<file path="config.mk">
export PLATFORM = sky130hd
export DESIGN_NAME = double_ended_queue
export DESIGN_NICKNAME = d
export VERILOG_FILES = /design/src/rtl/core/dq_pkg.sv /design/src/rtl/core/dq_cell.sv /design/src/rtl/core/double_ended_queue.sv
export SDC_FILE = /design/constraint.sdc
export NUM_CORES = 1
export LEC_CHECK = 0
export BUFFER_PORTS_ARGS = -buffer_cell sky130_fd_sc_hd__buf_2
export CAP_MARGIN = 40
export CORE_AREA = 2 2 270 339
export DETAILED_ROUTE_END_ITERATION = 10
export DIE_AREA = 0 0 272 341
export GPL_ROUTABILITY_DRIVEN = 0
export MAX_ROUTING_LAYER = met4
export SYNTH_ARGS = -nofsm -noshare
export SYNTH_HDL_FRONTEND = slang
export SYNTH_SLANG_ARGS = --single-unit
</file>
<file path="constraint.sdc">
create_clock -name clk_i -period 4.2 [get_ports clk_i]
set_input_delay 0.42 -clock clk_i [delete_from_list [all_inputs] [get_ports clk_i]]
set_output_delay 0.42 -clock clk_i [all_outputs]
set_load 0.05 [all_outputs]
</file>
<file path="src/rtl/core/dq_pkg.sv">
`default_nettype none
package dq_pkg;

  localparam int unsigned DEPTH = 16;
  localparam int unsigned DATA_W = 32;
  localparam int unsigned CNT_W = $clog2(DEPTH + 1);

  typedef enum logic [2:0] {
    ACT_PUSH_FRONT = 3'd0,
    ACT_PUSH_BACK  = 3'd1,
    ACT_POP_FRONT  = 3'd2,
    ACT_POP_BACK   = 3'd3,
    ACT_CLEAR      = 3'd4,
    ACT_QUERY      = 3'd5
  } dq_action_e;

  typedef enum logic [1:0] {
    ST_DONE      = 2'd0,
    ST_OVERFLOW  = 2'd1,
    ST_UNDERFLOW = 2'd2
  } dq_status_e;

  // the operation that every cell performs, shared by all cells
  typedef enum logic [2:0] {
    OP_HOLD,
    OP_SHIFT_RIGHT,
    OP_SHIFT_LEFT,
    OP_WRITE_BACK,
    OP_DROP_BACK,
    OP_CLEAR
  } dq_op_e;

  typedef struct packed {
    dq_op_e                    op;
    logic signed [DATA_W-1:0]  value;
  } dq_ctrl_t;

endpackage
`default_nettype wire

</file>
<file path="src/rtl/core/dq_cell.sv">
`default_nettype none
module dq_cell
  import dq_pkg::*;
(
  input  wire logic                     clk_i,
  input  wire logic                     rst_ni,
  input  wire dq_ctrl_t                 ctrl_i,
  input  wire logic signed [DATA_W-1:0] left_val_i,
  input  wire logic                     left_occ_i,
  input  wire logic signed [DATA_W-1:0] right_val_i,
  input  wire logic                     right_occ_i,
  output logic signed [DATA_W-1:0]      val_o,
  output logic                          occ_o,
  output logic                          last_o
);

  logic signed [DATA_W-1:0] val_q, val_d;
  logic                     occ_q, occ_d;

  always_comb begin
    val_d = val_q;
    occ_d = occ_q;
    case (ctrl_i.op)
      OP_SHIFT_RIGHT: begin
        val_d = left_val_i;
        occ_d = left_occ_i;
      end
      OP_SHIFT_LEFT: begin
        val_d = right_val_i;
        occ_d = right_occ_i;
      end
      OP_WRITE_BACK: begin
        // first free slot takes the beat
        if (!occ_q && left_occ_i) begin
          val_d = ctrl_i.value;
          occ_d = 1'b1;
        end
      end
      OP_DROP_BACK: begin
        if (occ_q && !right_occ_i) occ_d = 1'b0;
      end
      OP_CLEAR: occ_d = 1'b0;
      default: ;
    endcase
  end

  always_ff @(posedge clk_i or negedge rst_ni) begin
    if (!rst_ni) begin
      occ_q <= 1'b0;
    end else begin
      occ_q <= occ_d;
    end
  end

  always_ff @(posedge clk_i) begin
    val_q <= val_d;
  end

  assign val_o  = val_q;
  assign occ_o  = occ_q;
  assign last_o = occ_q && !right_occ_i;

endmodule
`default_nettype wire

</file>
<file path="src/rtl/core/double_ended_queue.sv">
`default_nettype none
// Double-ended queue built as a row of shifting cells; front sits in cell 0.
// The result beat is valid in the cycle after the item is accepted.
// Throughput: one item per cycle while the output side keeps taking beats;
//   on a front push or pop each cell moves one step toward its neighbor.
// Reset: asynchronous, active low; queue empty, no result pending, no
//   clearing pass needed.
module double_ended_queue
  import dq_pkg::*;
(
  input  wire logic                     clk_i,
  input  wire logic                     rst_ni,
  input  wire logic                     in_valid_i,
  output logic                          in_ready_o,
  input  wire logic [2:0]               action_i,
  input  wire logic signed [DATA_W-1:0] value_i,
  output logic                          out_valid_o,
  input  wire logic                     out_ready_i,
  output logic signed [DATA_W-1:0]      front_value_o,
  output logic signed [DATA_W-1:0]      back_value_o,
  output logic [CNT_W-1:0]              count_o,
  output logic                          is_empty_o,
  output logic [1:0]                    status_o
);

  logic                     accept;
  logic                     full, empty;
  logic                     out_valid_q;
  dq_status_e               status_q, status_d;
  logic [CNT_W-1:0]         count_q, count_d;
  dq_ctrl_t                 ctrl;

  logic signed [DATA_W-1:0] cell_val [DEPTH];
  logic [DEPTH-1:0]         cell_occ;
  logic [DEPTH-1:0]         cell_last;

  assign in_ready_o = !out_valid_q || out_ready_i;
  assign accept     = in_valid_i && in_ready_o;
  assign full       = (count_q == CNT_W'(DEPTH));
  assign empty      = (count_q == '0);

  always_comb begin
    ctrl.op    = OP_HOLD;
    ctrl.value = value_i;
    status_d   = ST_DONE;
    count_d    = count_q;
    case (action_i)
      ACT_PUSH_FRONT, ACT_PUSH_BACK: begin
        if (full) begin
          status_d = ST_OVERFLOW;
        end else begin
          ctrl.op = (action_i == ACT_PUSH_FRONT) ? OP_SHIFT_RIGHT : OP_WRITE_BACK;
          count_d = count_q + 1'b1;
        end
      end
      ACT_POP_FRONT, ACT_POP_BACK: begin
        if (empty) begin
          status_d = ST_UNDERFLOW;
        end else begin
          ctrl.op = (action_i == ACT_POP_FRONT) ? OP_SHIFT_LEFT : OP_DROP_BACK;
          count_d = count_q - 1'b1;
        end
      end
      ACT_CLEAR: begin
        ctrl.op = OP_CLEAR;
        count_d = '0;
      end
      default: ;
    endcase
    if (!accept) ctrl.op = OP_HOLD;
  end

  for (genvar i = 0; i < DEPTH; i++) begin : g_cell
    logic signed [DATA_W-1:0] lv, rv;
    logic                     lo, ro;
    if (i == 0) begin : g_head
      assign lv = value_i;
      assign lo = 1'b1;
    end else begin : g_mid_l
      assign lv = cell_val[i-1];
      assign lo = cell_occ[i-1];
    end
    if (i == DEPTH - 1) begin : g_tail
      assign rv = '0;
      assign ro = 1'b0;
    end else begin : g_mid_r
      assign rv = cell_val[i+1];
      assign ro = cell_occ[i+1];
    end
    dq_cell u_cell (
      .clk_i       (clk_i),
      .rst_ni      (rst_ni),
      .ctrl_i      (ctrl),
      .left_val_i  (lv),
      .left_occ_i  (lo),
      .right_val_i (rv),
      .right_occ_i (ro),
      .val_o       (cell_val[i]),
      .occ_o       (cell_occ[i]),
      .last_o      (cell_last[i])
    );
  end

  // exactly one cell flags itself as back when non-empty
  always_comb begin
    back_value_o = '0;
    for (int i = 0; i < DEPTH; i++) begin
      if (cell_last[i]) back_value_o = back_value_o | cell_val[i];
    end
  end

  assign front_value_o = cell_occ[0] ? cell_val[0] : '0;
  assign count_o       = count_q;
  assign is_empty_o    = empty;
  assign status_o      = status_q;
  assign out_valid_o   = out_valid_q;

  always_ff @(posedge clk_i or negedge rst_ni) begin
    if (!rst_ni) begin
      out_valid_q <= 1'b0;
      count_q     <= '0;
      status_q    <= ST_DONE;
    end else begin
      if (accept) begin
        out_valid_q <= 1'b1;
        count_q     <= count_d;
        status_q    <= status_d;
      end else if (out_ready_i) begin
        out_valid_q <= 1'b0;
      end
    end
  end

endmodule
`default_nettype wire

</file>
Word-level counts from Yosys, hierarchy flattened

Index checks and enable logic that the tools add are counted.
Widths: inputs -> output; s select.

Bits in writable memories: 0
Bits in read-only memories: 0
Input bits: 39
Latch bits: 0
Memories kept: 0
Register bits after elaboration: 536

Eq/ne operators: 43
Reductions and logical operators: 78
Divide/modulo/power cells: 0
Shifts and indexed selects: 0
Add/sub/neg operators: 2
Mux-type cells: 109
Multiply operators: 0
Order comparisons: 0
Bitwise gates (word level): 15

Operator list:

| operator            | number |
|---|---|
| $pmux 32 s3         | 16 |
| $mux 32             | 33 |
| $or 32x32->32       | 15 |
| $pmux 1 s5          | 14 |
| $ne 2x1->1 const B  | 30 |
| $reduce_and 3->1    | 14 |
| $reduce_and 2->1    | 18 |
| $mux 1              | 33 |
| $logic_and 1x1->1   | 16 |
| $logic_not 1->1     | 16 |
| $pmux 5 s3          | 1 |
| $eq 3x2->1 const B  | 4 |
| $mux 5              | 2 |
| $eq 3x3->1 const B  | 3 |
| $mux 3              | 3 |
| $pmux 3 s3          | 1 |
| $reduce_bool 3->1   | 3 |
| $eq 3x1->1 const B  | 2 |
| $mux 2              | 3 |
| $ne 2x2->1 const B  | 3 |
| $reduce_or 2->1     | 3 |
| $add 5x1->5 const B | 1 |
| $eq 5x5->1 const B  | 1 |
| $logic_not 5->1     | 1 |
| other kinds (11)    | 11 |

Logic depth before layout (Yosys ltp)

Depth in word-level cells: 33
Mapped depth: 10

Cells and area by module

A second synthesis with hierarchy kept.

Cells, all modules: 3095
Area, all modules: 35419.0 µm²

By module, submodules not included:

| module             | area an instance (µm²) | cells an instance | instances |
|---|---|---|---|
| dq_cell            | 1999.4                 | 166               | 16 |
| double_ended_queue | 3428.3                 | 439               | 1 |

Worst setup path after synthesis

Ideal clock, no wire load.

Kind: register -> register
From: register out_valid_q, in the netlist out_valid_o
To: register g_cell[0].u_cell.val_q[0] (enable)
Cell stages (with the launch flop): 8
Path slack: 0.201 ns
Data arrival time: 3.567 ns
Path through: dfrtp_1 > nor2b_1 > inv_2 > nand2_2 > a211oi_1 > nand2_1 > clkbuf_1 > a21oi_1

Cells in the longest elaborated chain, start to end: 7
Elaborated cells on any way between the ends: 10
Those cells by class: eq/ne (4); mux (1); reduce/logical (5)

RTL lines:

| element                                                   | line                      | RTL |
|---|---|---|
| from (decl)                                               | double_ended_queue.sv:28  | `logic out_valid_q;` |
| from (signal assigned)                                    | double_ended_queue.sv:120 | `out_valid_q <= 1'b0;` |
| from (signal assigned)                                    | double_ended_queue.sv:125 | `out_valid_q <= 1'b1;` |
| from (signal assigned)                                    | double_ended_queue.sv:129 | `out_valid_q <= 1'b0;` |
| $logic_not 1->1 (*)                                       | double_ended_queue.sv:37  | `assign in_ready_o = !out_valid_q \|\| out_ready_i;` |
| $logic_or 1x1->1 (*)                                      | double_ended_queue.sv:37  |  |
| net in_ready_o                                            | double_ended_queue.sv:14  | `output logic in_ready_o,` |
| $logic_and 1x1->1 (*)                                     | double_ended_queue.sv:38  | `assign accept = in_valid_i && in_ready_o;` |
| $mux 3 (*)                                                | double_ended_queue.sv:70  | `if (!accept) ctrl.op = OP_HOLD;` |
| $eq 3x2->1 or $eq 3x1->1 (tied branches)                  | dq_cell.sv:23             | `case (ctrl_i.op)` |
| $ne 2x2->1 (no line) or $reduce_bool 3->1 (tied branches) | n/a                       |  |
| $reduce_and 2->1 (no line) (*)                            | n/a                       |  |
| to (signal assigned)                                      | dq_cell.sv:56             | `val_q <= val_d;` |
| to (decl)                                                 | dq_cell.sv:17             | `logic signed [DATA_W-1:0] val_q, val_d;` |

The timed path passes the listed nets; every way through them passes the cells marked *.
A chain may end at the register's enable or synchronous reset.

Worst setup path in the final report

From: register g_cell[2].u_cell.occ_q
To: output back_value_o[18]

Cells in the longest elaborated chain, start to end: 31
Elaborated cells on any way between the ends: 32
Those cells by class: mux (15); bitwise (14); reduce/logical (3)

RTL lines:

| element                | line                      | RTL |
|---|---|---|
| from (decl)            | dq_cell.sv:18             | `logic occ_q, occ_d;` |
| from (signal assigned) | dq_cell.sv:49             | `occ_q <= 1'b0;` |
| from (signal assigned) | dq_cell.sv:51             | `occ_q <= occ_d;` |
| $logic_not 1->1        | dq_cell.sv:61             | `assign last_o = occ_q && !right_occ_i;` |
| $logic_and 1x1->1      | dq_cell.sv:61             |  |
| $mux 32                | double_ended_queue.sv:108 | `if (cell_last[i]) back_value_o = back_value_o \| cell_val[i];` |
| $or 32x32->32          | double_ended_queue.sv:108 |  |
| $mux 32 (*)            | double_ended_queue.sv:108 |  |
| $or 32x32->32          | double_ended_queue.sv:108 |  |
| $mux 32 (*)            | double_ended_queue.sv:108 |  |
| $or 32x32->32          | double_ended_queue.sv:108 |  |
| [... 15 more ...]      | n/a                       |  |
| $or 32x32->32          | double_ended_queue.sv:108 |  |
| $mux 32 (*)            | double_ended_queue.sv:108 |  |
| $or 32x32->32          | double_ended_queue.sv:108 |  |
| $mux 32 (*)            | double_ended_queue.sv:108 |  |
| $or 32x32->32          | double_ended_queue.sv:108 |  |
| $mux 32 (*)            | double_ended_queue.sv:108 |  |
| $or 32x32->32          | double_ended_queue.sv:108 |  |
| $mux 32 (*)            | double_ended_queue.sv:108 |  |
| to (decl)              | double_ended_queue.sv:20  | `output logic signed [DATA_W-1:0] back_value_o,` |

Every way passes the cells marked *; elsewhere a longest branch is shown, timed or not.

==> reports/qor.csv <==
stage;metric;value;unit
route;ant_nets;0;
clocking;cts_tree;yes;
job;max-cap-violations;0;
synthesis;most_area_consuming_cells_after_synthesis;sky130_fd_sc_hd__edfxtp_1, sky130_fd_sc_hd__a221o_1, sky130_fd_sc_hd__a221oi_1;
global_route;global_route_met1_usage;0.259;
sta;post-route-period-util;0.932;
finish;utilization;0.338;
global_route;grt-busiest-layer;met2;
clocking;clock_tree.root_cell;sky130_fd_sc_hd__clkbuf_16;
power;p_leak;0.0102;uW
critical_path;delay_of_the_slowest_critical_path_stage;850;ps
floorplan;rows;123;
global_route;antenna_found_initial;5;
critical_path;crit_chain;inv_1, nor2_4, buf_4, a22o_1, a221oi_1, nand4_1, buf_2;
synthesis;synth_area_per_cell;13.7;sq um
floorplan;start_util;0.299;
synthesis;predominant_post_synthesis_flop_cell;sky130_fd_sc_hd__edfxtp_1;
route;vias_per_cell;6.61;
critical_path;reg2reg_from;out_valid_o$_DFFE_PN0P_;
finish;syn_to_final_growth;13.0;%
sta;timing_worst_slew_pin_value;1100;ps
floorplan;i_o_pins;113;
critical_path;endpoint_of_the_most_critical_register_to_register_path;g_cell[6].u_cell.val_o[14]$_DFFE_PP_;
sta;max_clock_freq;255;MHz
floorplan;design.core.area;89400;sq um
synthesis;synth-warning-count;0;
route;postRouteWirelength;98900;um
route;initialDrtViolationCount;3080;
route;drtPass1Iterations;7;
status;status;finished clean;
clocking;number_of_clock_buffers_inserted_by_tritoncts;52;
critical_path;rr_worst_depth;8;
route;route.detailed.wl_per_inst;31.0;um
synthesis;yosys.area.top_type_share;0.575;
synthesis;yosys_register_bits;536;
critical_path;cp-start-kind;register;
clocking;cts-hold-fix-buffers;1;
place;pre_cts_slack;461;ps
clocking;clk-insertion-delay-late;620;ps
place;placedInstanceArea;28600;sq um
sta;rsz0062_at_grt;no;
sta;clock-skew-final;25.3;ps
synthesis;synth_most_common_cell;sky130_fd_sc_hd__edfxtp_1;
min_path;whs_endpoint;g_cell[0].u_cell.val_o[27]$_DFFE_PP_;
power;power.total;19400;uW
clocking;cts_setup_buffers;0;
synthesis;synthesis.instances;1952;
sta;slew-limit-headroom;0.267;
min_path;holdCritStartpoint;value_i[27];
floorplan;die_x;272;um
clocking;clock-sinks;536;
synthesis;synth-adder-area-share;0.00215;
synthesis;synth_enable_flop_cells;512;
critical_path;critical_path_required;3780;ps
synthesis;synth.lib_cells_used.distinct;49;
finish;layout.nets;2002;
clocking;cts_repair_resize_count;0;
sta;fin_ws;285;ps
place;hpwlAfterDp;58600;um
global_route;grt.met3_usage;0.0464;
sta;finalHoldViolations;0;
synthesis;combined_area_of_all_synthesized_cells;26700;sq um
critical_path;crit_family;buffers and inverters;
floorplan;total_die_area;92800;sq um
synthesis;synth.top_cells.by_count;sky130_fd_sc_hd__edfxtp_1, sky130_fd_sc_hd__a221o_1, sky130_fd_sc_hd__a221oi_1;
global_route;grt_max_degree;241;
power;cellPowerDensity;642;nW/um^2
global_route;grt_first_pass_wirelength;142000;um
sta;post_route_minimum_period;3910;ps
clocking;htree_num_levels;2;
synthesis;synth-async-reset-ratio;0.0448;
sta;final_number_of_max_transition_violations;0;
min_path;timing.hold.worst.class;in -> reg;
min_path;hold_depth;2;
clocking;clock_tree.buffer_depth;3;
critical_path;worstSetupPathType;reg -> out;
route;vias;21100;
critical_path;critPathSlowestCell;sky130_fd_sc_hd__dfrtp_1;
finish;drive_gt1_frac;0.174;
global_route;grt_util_all_layers;0.211;
synthesis;synth-simple-area-share;0.0471;
critical_path;crit_arrival;3490;ps
global_route;overflow;0;
synthesis;muxShareOfSynthArea;0.0135;
finish;fin_area;30200;sq um
floorplan;die_y;341;um
global_route;number_of_global_route_vias_before_repair;20200;
synthesis;ys_seq_area_frac;0.598;
synthesis;synth_compound_gate_area_share;0.282;
route;route.detailed.drc;0;
power;vdd_ir_drop_max;482;uV
synthesis;syn_nets;1995;
sta;tns;0;ps
synthesis;combinational_family_with_the_most_area_after_synthesis;compound AO/OA/AOI/OAI gates;
critical_path;crit_path_max_fanout;16;
critical_path;timing.reg2reg.setup_slack;640;ps
sta;setup_violations;0;
global_route;grt_util_met2;0.328;
synthesis;synthDominantAreaCellType;sky130_fd_sc_hd__edfxtp_1;
clocking;clkTransAtPathRegs;70;ps
place;buffer_ports.inserted;112;
synthesis;yosys.area_share.xor_xnor;0.000983;
critical_path;worstSetupEndpointType;output port;
critical_path;critical_path.n_buffers_inverters;3;
## registers in the layout, indices dropped and copies added (netlist names)
signal / cells
g_cell.u_cell.val_o: 512
g_cell.u_cell.occ_o: 16
count_o: 5
status_o: 2
out_valid_o: 1
## worst max-delay path by stage
| stage | cells after the start | slack [ps] | end | start |
|---|---|---|---|---|
| 2_1_floorplan | 7 | 200 | g_cell[0].u_cell.val_o[0]$_DFFE_PP_ | out_valid_o$_DFFE_PN0P_ |
| 3_3_place_gp | 6 | 420 | g_cell[1].u_cell.val_o[14]$_DFFE_PP_ | action_i[1] |
| 3_5_place_dp | 7 | 460 | g_cell[6].u_cell.val_o[10]$_DFFE_PP_ | action_i[1] |
| 4_1_cts | 8 | 420 | back_value_o[8] | g_cell[0].u_cell.occ_o$_DFFE_PN0P_ |
| 5_1_grt | 7 | 320 | back_value_o[18] | g_cell[2].u_cell.occ_o$_DFFE_PN0P_ |
| 6_report | 7 | 290 | back_value_o[18] | g_cell[2].u_cell.occ_o$_DFFE_PN0P_ |
## placed cells by master, fill, tap and decap left out, types with 4 or more instances in the layout
cell type,n
sky130_fd_sc_hd__nand3_1,29
sky130_fd_sc_hd__and2_1,65
sky130_fd_sc_hd__clkinv_1,12
sky130_fd_sc_hd__a221o_1,448
sky130_fd_sc_hd__a31oi_1,13
sky130_fd_sc_hd__inv_1,39
sky130_fd_sc_hd__a21oi_1,34
sky130_fd_sc_hd__a22o_1,100
sky130_fd_sc_hd__buf_2,112
sky130_fd_sc_hd__clkbuf_1,13
sky130_fd_sc_hd__nor2_1,4
sky130_fd_sc_hd__nand2_1,75
sky130_fd_sc_hd__a21oi_4,16
sky130_fd_sc_hd__a221oi_1,127
sky130_fd_sc_hd__edfxtp_1,512
sky130_fd_sc_hd__a21o_1,35
sky130_fd_sc_hd__o21ai_0,51
sky130_fd_sc_hd__buf_12,14
sky130_fd_sc_hd__a2bb2oi_1,14
sky130_fd_sc_hd__buf_4,75
sky130_fd_sc_hd__dfrtp_1,22
sky130_fd_sc_hd__nand4_1,32
sky130_fd_sc_hd__clkbuf_16,53
sky130_fd_sc_hd__clkinv_2,10
sky130_fd_sc_hd__nor2_4,17
sky130_fd_sc_hd__mux2_2,32
sky130_fd_sc_hd__diode_2,4
## power by group
part	internal [uW]	switching (uW)	total [uW]	leakage, uW
clock	2420	2120	4540	0.000767
sequential	6450	613	7060	0.00496
combinational	2270	5520	7790	0.00445
## metal layers
layer,part of all wire,vias to the layer above
li1,-,8461
met1,0.37,10600
met2,0.46,1669
met3,0.11,356
met4,0.056,0
met5,0,-
## kinds of logic after synthesis
family / Yosys count
AOI/OAI and AO/OA: 849
DFF: 536
buffers and inverters: 291
and+or+nand+nor: 237
muxes: 32
adders and majority gates: 4
xor gates and xnor gates: 3
## final cells by class
type	count	area, sq um
Sequential cell	536	16000
Timing Repair Buffer	204	1470
Multi-Input combinational cell	1125	9550
Tap cell	1187	1490
Clock inverter	25	141
Clock buffer	69	1420
Fill cell	8627	59200
Antenna cell	4	10.0
Inverter	40	150
## per-stage QoR
stage | hold WS (ps) | std cells
final | 114 | 3190
after global routing | 118 | 3190
after CTS | 89.4 | 3186
after detailed placement | 471 | 3091
after global placement | 460 | 3089
after floorplan | 124 | 1952
## worst register-to-register path: stages (launching register included)
cell and delay (ps):
sky130_fd_sc_hd__dfrtp_1 380, sky130_fd_sc_hd__nor2b_1 190, sky130_fd_sc_hd__inv_2 110, sky130_fd_sc_hd__nand2_2 150
sky130_fd_sc_hd__a211oi_1 580, sky130_fd_sc_hd__nand2_1 450, sky130_fd_sc_hd__buf_4 330, sky130_fd_sc_hd__a21oi_4 580
sky130_fd_sc_hd__buf_4 440
No activity file was read; power rests on OpenSTA's default activity.
